--- src/twtls_pkg.sv ---
package twtls_pkg;

  localparam int TICK_MS = 10;
  localparam int SCAN_MS = 250;
  localparam int SECOND_MS = 1000;
  localparam int MS_PER_S = 1000;

  localparam int MS_W = 17;
  localparam int PHASE_TICK_W = 14;
  localparam int SCAN_TICK_W = 5;
  localparam int SECOND_TICK_W = 7;
  localparam int SEC_W = 8;

  localparam int PHASE_TICK_MAX = (1 << PHASE_TICK_W) - 1;
  localparam int SCAN_TICKS_RAW = SCAN_MS / TICK_MS;
  localparam int SECOND_TICKS_RAW = SECOND_MS / TICK_MS;
  localparam int SCAN_TICKS = (SCAN_TICKS_RAW > (1 << SCAN_TICK_W) - 1) ?
                              (1 << SCAN_TICK_W) - 1 : SCAN_TICKS_RAW;
  localparam int SECOND_TICKS = (SECOND_TICKS_RAW > (1 << SECOND_TICK_W) - 1) ?
                                (1 << SECOND_TICK_W) - 1 : SECOND_TICKS_RAW;

  // ms / TICK_MS as a multiply by a rounded-up reciprocal, exact over 17 bits
  localparam int TICK_SHIFT = 25;
  localparam int TICK_RECIP_W = 26;
  localparam int TICK_RECIP = ((1 << TICK_SHIFT) + TICK_MS - 1) / TICK_MS;
  localparam int TICK_PROD_W = MS_W + TICK_RECIP_W;

  // ms / 1000, exact over 17 bits
  localparam int SEC_SHIFT = 27;
  localparam int SEC_RECIP_W = 18;
  localparam int SEC_RECIP = ((1 << SEC_SHIFT) + MS_PER_S - 1) / MS_PER_S;
  localparam int SEC_PROD_W = MS_W + SEC_RECIP_W;

  localparam int RED_RESET_MS = 5000;
  localparam int GREEN_RESET_MS = 3000;
  localparam int YELLOW_RESET_MS = 2000;

  localparam int IN_TDATA_W = 8;
  localparam int OUT_TDATA_W = 24;

  typedef enum logic [1:0] {
    PH_INIT   = 2'd0,
    PH_RED    = 2'd1,
    PH_GREEN  = 2'd2,
    PH_YELLOW = 2'd3
  } phase_t;

  localparam logic [1:0] REG_RED = 2'd0;
  localparam logic [1:0] REG_GREEN = 2'd1;
  localparam logic [1:0] REG_YELLOW = 2'd2;

  localparam logic [2:0] LAMPS_OFF = 3'd7;
  localparam logic [2:0] LAMPS_RED = 3'd6;
  localparam logic [2:0] LAMPS_GREEN = 3'd5;
  localparam logic [2:0] LAMPS_YELLOW = 3'd3;

  localparam logic [3:0] DIGITS_OFF = 4'hF;

  // Remaining time kept as decimal seconds plus a flag for a nonzero ms part
  typedef struct packed {
    logic       hund;
    logic [3:0] tens;
    logic [3:0] units;
    logic       frac;
  } rem_t;

  typedef struct packed {
    logic [PHASE_TICK_W-1:0] ticks;
    rem_t                    rem;
  } dur_t;

  typedef struct packed {
    phase_t                  phase;
    logic [PHASE_TICK_W-1:0] ticks;
    rem_t                    rem;
  } dir_t;

  // Split a constant duration into its decimal form
  function automatic rem_t rem_of_ms(int ms);
    rem_t r;
    int sec;
    sec = ms / MS_PER_S;
    r.hund = (sec >= 100);
    r.tens = 4'((sec % 100) / 10);
    r.units = 4'(sec % 10);
    r.frac = ((ms % MS_PER_S) != 0);
    return r;
  endfunction

  localparam dur_t RED_RESET = '{
    ticks: PHASE_TICK_W'(RED_RESET_MS / TICK_MS),
    rem:   rem_of_ms(RED_RESET_MS)
  };
  localparam dur_t GREEN_RESET = '{
    ticks: PHASE_TICK_W'(GREEN_RESET_MS / TICK_MS),
    rem:   rem_of_ms(GREEN_RESET_MS)
  };
  localparam dur_t YELLOW_RESET = '{
    ticks: PHASE_TICK_W'(YELLOW_RESET_MS / TICK_MS),
    rem:   rem_of_ms(YELLOW_RESET_MS)
  };

  function automatic logic [2:0] lamps_of(phase_t ph);
    logic [2:0] l;
    unique case (ph)
      PH_RED:    l = LAMPS_RED;
      PH_GREEN:  l = LAMPS_GREEN;
      PH_YELLOW: l = LAMPS_YELLOW;
      default:   l = LAMPS_OFF;
    endcase
    return l;
  endfunction

  function automatic logic [3:0] tens_shown(rem_t r);
    return r.hund ? 4'd9 : r.tens;
  endfunction

  // Drop one second, saturating at zero
  function automatic rem_t count_down(rem_t r);
    rem_t n;
    logic above;
    above = r.hund || (r.tens != 4'd0) || (r.units > 4'd1) ||
            ((r.units == 4'd1) && r.frac);
    n = r;
    if (!above) begin
      n = '0;
    end else if (r.units != 4'd0) begin
      n.units = r.units - 4'd1;
    end else begin
      n.units = 4'd9;
      if (r.tens != 4'd0) begin
        n.tens = r.tens - 4'd1;
      end else begin
        n.tens = 4'd9;
        n.hund = 1'b0;
      end
    end
    return n;
  endfunction

  function automatic dir_t step_dir(dir_t cur, phase_t first, logic restart,
                                    logic sec_fire, dur_t red, dur_t green,
                                    dur_t yellow);
    dir_t nxt;
    logic [PHASE_TICK_W-1:0] tk;
    logic load;
    phase_t ph;
    dur_t d;
    tk = (cur.ticks != '0) ? cur.ticks - PHASE_TICK_W'(1) : '0;
    nxt = cur;
    nxt.ticks = tk;
    load = 1'b0;
    ph = cur.phase;
    d = red;
    unique case (cur.phase)
      PH_INIT: begin
        load = 1'b1;
        ph = first;
        d = (first == PH_RED) ? red : green;
      end
      PH_RED: begin
        load = (tk == '0);
        ph = PH_GREEN;
        d = green;
      end
      PH_GREEN: begin
        load = (tk == '0);
        ph = PH_YELLOW;
        d = yellow;
      end
      default: begin
        load = (tk == '0);
        ph = PH_RED;
        d = red;
      end
    endcase
    priority if (restart) begin
      nxt.phase = PH_INIT;
    end else if (load) begin
      nxt.phase = ph;
      nxt.ticks = d.ticks;
      nxt.rem = d.rem;
    end
    if (sec_fire) begin
      nxt.rem = count_down(nxt.rem);
    end
    return nxt;
  endfunction

endpackage

--- src/two_way_traffic_light_sequencer.sv ---
// A result is registered and appears in the cycle after its tick item is accepted.
// Throughput: one tick item per cycle while results are taken; the result register frees as it is taken.
// A configuration write converts the duration through the cv_stage1 and cv_stage2 registers, and both
// input and configuration ready stay low during that time.
// Reset (rst, synchronous): both directions in init, counters at their
// reload values, display dark, durations at their defaults, no result held.
module two_way_traffic_light_sequencer import twtls_pkg::*; (
  input  logic                   clk,
  input  logic                   rst,
  input  logic                   s_tvalid,
  output logic                   s_tready,
  input  logic [IN_TDATA_W-1:0]  s_tdata,   // [0] restart
  output logic                   m_tvalid,
  input  logic                   m_tready,
  // [2:0] lamps_a, [5:3] lamps_b, [7:6] phase_a, [9:8] phase_b,
  // [13:10] digit_enables, [17:14] digit_value
  output logic [OUT_TDATA_W-1:0] m_tdata,
  input  logic                   cfg_valid,
  output logic                   cfg_ready,
  input  logic [1:0]             cfg_index,
  input  logic [MS_W-1:0]        cfg_data
);

  dur_t red_dur, green_dur, yellow_dur;
  dir_t dir_a, dir_b;
  logic [SCAN_TICK_W-1:0] scan_ticks;
  logic [SECOND_TICK_W-1:0] second_ticks;
  logic [1:0] digit_select;
  logic [3:0] shown_digit;
  logic [3:0] enable_pattern;

  // duration conversion pipeline
  logic cv_stage1, cv_stage2;
  logic [1:0] cv_index;
  logic [MS_W-1:0] cv_ms;
  logic [PHASE_TICK_W-1:0] cv_ticks;
  logic [SEC_W-1:0] cv_sec;

  logic in_accept;
  logic active;
  logic restart;
  logic [SCAN_TICK_W-1:0] scan_dec, scan_ticks_next;
  logic [SECOND_TICK_W-1:0] second_dec, second_ticks_next;
  logic scan_fire, sec_fire;
  logic [1:0] digit_select_next;
  logic [3:0] shown_digit_next, enable_pattern_next;
  dir_t dir_a_next, dir_b_next;

  logic [TICK_PROD_W-1:0] tick_prod;
  logic [MS_W-1:0] tick_q;
  logic [PHASE_TICK_W-1:0] tick_sat;
  logic [SEC_PROD_W-1:0] sec_prod;
  logic [MS_W:0] sec_back;
  logic [6:0] sec_low;
  logic [14:0] tens_prod;
  logic [3:0] cv_tens, cv_units;
  dur_t cv_dur;

  assign cfg_ready = !(cv_stage1 || cv_stage2);
  assign s_tready = cfg_ready && (!m_tvalid || m_tready);
  assign in_accept = s_tvalid && s_tready;
  assign restart = s_tdata[0];
  assign active = (dir_a.phase != PH_INIT) || (dir_b.phase != PH_INIT);

  always_comb begin
    scan_dec = (scan_ticks != '0) ? scan_ticks - SCAN_TICK_W'(1) : '0;
    second_dec = (second_ticks != '0) ? second_ticks - SECOND_TICK_W'(1) : '0;
    scan_fire = (scan_dec == '0) && active;
    sec_fire = (second_dec == '0);

    scan_ticks_next = scan_dec;
    digit_select_next = digit_select;
    enable_pattern_next = enable_pattern;
    shown_digit_next = shown_digit;
    if (scan_fire) begin
      scan_ticks_next = SCAN_TICK_W'(SCAN_TICKS);
      digit_select_next = digit_select + 2'd1;
      enable_pattern_next = DIGITS_OFF & ~(4'd1 << digit_select);
      unique case (digit_select)
        2'd0:    shown_digit_next = tens_shown(dir_a.rem);
        2'd1:    shown_digit_next = dir_a.rem.units;
        2'd2:    shown_digit_next = tens_shown(dir_b.rem);
        default: shown_digit_next = dir_b.rem.units;
      endcase
    end
    second_ticks_next = sec_fire ? SECOND_TICK_W'(SECOND_TICKS) : second_dec;

    dir_a_next = step_dir(dir_a, PH_RED, restart, sec_fire,
                          red_dur, green_dur, yellow_dur);
    dir_b_next = step_dir(dir_b, PH_GREEN, restart, sec_fire,
                          red_dur, green_dur, yellow_dur);
  end

  // Stage 1: ticks and whole seconds by reciprocal multiplies
  always_comb begin
    tick_prod = TICK_PROD_W'(cv_ms) * TICK_PROD_W'(TICK_RECIP);
    tick_q = tick_prod[TICK_SHIFT +: MS_W];
    tick_sat = (tick_q > MS_W'(PHASE_TICK_MAX)) ?
               PHASE_TICK_W'(PHASE_TICK_MAX) : tick_q[PHASE_TICK_W-1:0];
    sec_prod = SEC_PROD_W'(cv_ms) * SEC_PROD_W'(SEC_RECIP);
  end

  // Stage 2: split seconds into decimal digits, flag a leftover ms part
  always_comb begin
    sec_back = (MS_W+1)'(cv_sec) * (MS_W+1)'(MS_PER_S);
    cv_dur.ticks = cv_ticks;
    cv_dur.rem.hund = (cv_sec >= SEC_W'(100));
    sec_low = cv_dur.rem.hund ? 7'(cv_sec - SEC_W'(100)) : cv_sec[6:0];
    tens_prod = 15'(sec_low) * 15'd205;
    cv_tens = tens_prod[14:11];
    cv_units = 4'(sec_low - 7'(cv_tens) * 7'd10);
    cv_dur.rem.tens = cv_tens;
    cv_dur.rem.units = cv_units;
    cv_dur.rem.frac = (sec_back[MS_W-1:0] != cv_ms);
  end

  always_ff @(posedge clk) begin
    if (rst) begin
      red_dur <= RED_RESET;
      green_dur <= GREEN_RESET;
      yellow_dur <= YELLOW_RESET;
      dir_a <= '{phase: PH_INIT, ticks: '0, rem: '0};
      dir_b <= '{phase: PH_INIT, ticks: '0, rem: '0};
      scan_ticks <= SCAN_TICK_W'(SCAN_TICKS);
      second_ticks <= SECOND_TICK_W'(SECOND_TICKS);
      digit_select <= '0;
      shown_digit <= '0;
      enable_pattern <= DIGITS_OFF;
      m_tvalid <= 1'b0;
      cv_stage1 <= 1'b0;
      cv_stage2 <= 1'b0;
    end else begin
      cv_stage1 <= cfg_valid && cfg_ready;
      cv_stage2 <= cv_stage1;
      if (cv_stage2) begin
        unique case (cv_index)
          REG_RED:    red_dur <= cv_dur;
          REG_GREEN:  green_dur <= cv_dur;
          REG_YELLOW: yellow_dur <= cv_dur;
          default:    ;
        endcase
      end
      if (in_accept) begin
        dir_a <= dir_a_next;
        dir_b <= dir_b_next;
        scan_ticks <= scan_ticks_next;
        second_ticks <= second_ticks_next;
        digit_select <= digit_select_next;
        shown_digit <= shown_digit_next;
        enable_pattern <= enable_pattern_next;
        m_tvalid <= 1'b1;
      end else if (m_tready) begin
        m_tvalid <= 1'b0;
      end
    end
  end

  // payload registers
  always_ff @(posedge clk) begin
    if (cfg_valid && cfg_ready) begin
      cv_index <= cfg_index;
      cv_ms <= cfg_data;
    end
    if (cv_stage1) begin
      cv_ticks <= tick_sat;
      cv_sec <= sec_prod[SEC_SHIFT +: SEC_W];
    end
    if (in_accept) begin
      m_tdata <= {6'b0, shown_digit_next, enable_pattern_next,
                  dir_b_next.phase, dir_a_next.phase,
                  lamps_of(dir_b_next.phase), lamps_of(dir_a_next.phase)};
    end
  end

endmodule

--- config.mk ---
export PLATFORM = sky130hd
export DESIGN_NAME = two_way_traffic_light_sequencer
export DESIGN_NICKNAME = d
export VERILOG_FILES = /design/src/twtls_pkg.sv /design/src/two_way_traffic_light_sequencer.sv
export SDC_FILE = /design/constraint.sdc
export NUM_CORES = 1
export LEC_CHECK = 0
export BUFFER_PORTS_ARGS = -buffer_cell sky130_fd_sc_hd__clkbuf_2
export CORE_MARGIN = 2
export CORE_UTILIZATION = 60
export DETAILED_ROUTE_END_ITERATION = 16
export GPL_TIMING_DRIVEN = 0
export HOLD_SLACK_MARGIN = 0.1
export PLACE_DENSITY = 0.77
export SLEW_MARGIN = 30
export SYNTH_ARGS = -nofsm -noshare
export SYNTH_HDL_FRONTEND = slang
export SYNTH_SLANG_ARGS = --single-unit
--- constraint.sdc ---
create_clock -name clk -period 7.2 [get_ports clk]
set_input_delay 0 -clock clk [delete_from_list [all_inputs] [get_ports clk]]
set_output_delay 0 -clock clk [all_outputs]
set_load 0.02 [all_outputs]
==> impl_metrics.toml <==
[run_status]
outcome = "finished clean"

[layout]
area_growth_pct = 9.92
nNetsFinal = 2943
finalNonFillerCells = 2891
layout_commonest_cell = "inv_1"
insertedDiodeCount = 0
layout_common_cells = "367 x inv_1, 339 x ha_1, 223 x nand2_1"
layout-drive-gt1-share = 0.0694

[routing]
vias = 17100
drt-initial-drc-count = 1302
drc_errors = 0
wl_per_cell_um = 19.0
wirelength_mm = 54.8
first_pass_iters = 9
ant_nets = 0
via_per_inst = 5.90

[placed_design]
dpl_worst_slack_ns = -0.360
io_buffers = 45
placed_cells = 2811
dp_hpwl_mm = 43.4
gp_congestion = 0.945

[cts]
clk_latency_ns = 0.58
numCtsBuffers = 25
cts_root_buf = "clkbuf_16"
clk_path_buf_depth = 3
clkSinkCount = 208
htree_levels = 1
tritoncts = "yes"
clk_pin_slew_ns = 0.06

[logic_synthesis]
ys.flop_type = "dfxtp_1"
ys_ff_latch = 208
synth_mux_area_frac = 0.0316
async_flop_share = 0
netlist_instances = 2306
synth_simple_gate_area_frac = 0.130
synth-xor-area-share = 0.0322
ys_warn_count = 0
synth_top_family_by_area = "adder cells"
synth_compound_area_frac = 0.134
synth-edff-count = 59
synth_area_um2 = 20700
synth_fa_ha_area_frac = 0.355
syn_area_per_cell_um2 = 8.98
synth_cell_type_count = 88
yosysSeqAreaShare = 0.230

[timing]
min_period_ns = 6.79
final-hold-violation-count = 0
fin_crit_sh = 0.943
maxSlewViolCount = 0
grt_setup_unrepaired = "no"
max_freq_ghz = 0.147
worst_slew_pin_slew_ns = 1.00
worst_slack_ns = 0.409
setup_viol = 0
max-slew-margin-rel = 0.320
skew_ns = 0.0355

[die]
fp.dieH_um = 190
boundaryPins = 59
coreArea_um2 = 34300
die_w_um = 190
rows = 68
initial_core_util = 0.604
dieArea_um2 = 36000

[global_routing]
overflow = 0
grt_pass1_wl_mm = 88.8
grt_antenna_before_repair = 0
grt_usage = 0.310
grt_max_degree = 28
grt_pass1_vias = 17300

[power_and_ir_drop]
leakage_uw = 0.0107
seqPwrFrac = 0.182
p_switching_uw = 3770
powerDensity_nw_per_um2 = 365
p_int_uw = 4540
worst_ir_drop_vdd_mv = 0.280
swShare = 0.454
pwr-share-comb = 0.654
clock_power_share = 0.164

[job]
maxCapViolations = 0

[worst_setup_path]
cp.arrival_ns = 7.28
critPathMaxStageDelay_ns = 0.50
cp_max_fo = 5
cpMostUsedCell = "ha_1"
startpoint_type = "flop"
ff2ff_setup_slack_ns = 0.41
path_class = "reg -> reg"
cpMaxStageDelayCell = "fa_1"
cp-end-kind = "flop"
cp_data_required_time_ns = 7.69

[min_path]
min_path_type = "in -> reg"
power groups by stage:
stage | logic, uW | registers, uW | clock network, uW
global route | 6190 | 1520 | 1420
detailed placement | 5270 | 1550 | 0
global placement | 5010 | 1540 | 0
finish | 5440 | 1510 | 1360
CTS | 5360 | 1510 | 1380
floorplan | 4010 | 1500 | 0
flip-flops by register name, summed over array words and instances, names as in the netlist:
signal / flops
cv_stage1: 1
cv_ticks: 14
yellow_dur: 24
digit_select: 2
m_tvalid: 1
scan_ticks: 5
cv_index: 2
cv_stage2: 1
red_dur: 24
dir_b: 26
shown_digit: 4
dir_a: 26
cv_sec: 8
cv_ms: 17
enable_pattern: 4
green_dur: 24
m_tdata: 18
second_ticks: 7
timing repair:
item / CTS / global route
hold buffers: 23 / 0
setup endpoints to repair: 3 / 3
gates resized for setup: 1 / 6
hold endpoints to repair: 42 / 0
buffers inserted: 5 / 6
layer usage:
metal | GRT usage | up-vias | part of all wire
met5 | 0 | - | 0
met4 | 0.134 | 0 | 0.046
met3 | 0.0386 | 165 | 0.058
met2 | 0.555 | 647 | 0.49
met1 | 0.377 | 8166 | 0.40
li1 | - | 8086 | -
worst max-delay path, delay by kind of cell, from the launching register on:
kind	cells	cell delay (ns)
compound gates	7	1.61
xor+xnor	4	0.97
flops	1	0.47
buf+inv	5	0.54
simple gates	3	0.36
fa+ha+maj	8	2.79
cells in the mapped netlist (47+ instances only):
library cell / number / area (um2)
edfxtp_1: 59 / 1770
inv_1: 368 / 1380
mux2i_1: 47 / 470
dfxtp_1: 149 / 2980
fa_1: 155 / 3100
a21oi_1: 126 / 631
xnor2_1: 55 / 482
nor2_1: 136 / 510
nor3_1: 57 / 285
ha_1: 339 / 4240
clkbuf_1: 71 / 267
nand2_1: 223 / 837
o21ai_0: 79 / 395
cells by family (layout without fill, tap and decap cells):
family / count (synthesis) / count (layout)
AO/OA/AOI/OAI: 419 / 419
AND/OR/NAND/NOR: 579 / 579
XOR/XNOR: 76 / 76
adder cells (fa/ha/maj): 494 / 494
flip-flops: 208 / 208
buffers and inverters: 466 / 591
other: 1 / 6
multiplexers: 63 / 63
cell type report:
class | count | area, um2
flip-flops and latches | 208 | 4760
clock buffers | 32 | 703
well taps | 455 | 569
multi-input cells | 1637 | 14200
repair buffers | 79 | 538
plain buffers | 98 | 432
inverters | 368 | 1390
fillers | 2730 | 11500
clock inverters | 14 | 183
per-stage QoR:
stage	instance area [um2]	util	setup TNS [ns]	total power (uW)	hold WS [ns]
6_report	22800	0.664	0	8310	0.160
5_1_grt	22800	0.664	0	9130	0.161
4_1_cts	22700	0.661	0	8240	0.129
3_5_place_dp	21500	0.628	-1.04	6820	0.179
3_3_place_gp	21500	0.627	-0.646	6550	0.177
2_1_floorplan	20700	-	0	5510	0.0989
worst paths after layout:
path                startpoint  cells past startpoint            to
setup / recovery     cv_sec[0]                     27  green_dur[4]
hold / removal    cfg_data[13]                      2     cv_ms[13]
setup reg to reg     cv_sec[0]                     27  green_dur[4]
hold reg to reg   green_dur[5]                      2  green_dur[5]
Power figures use the tool's default switching activity.
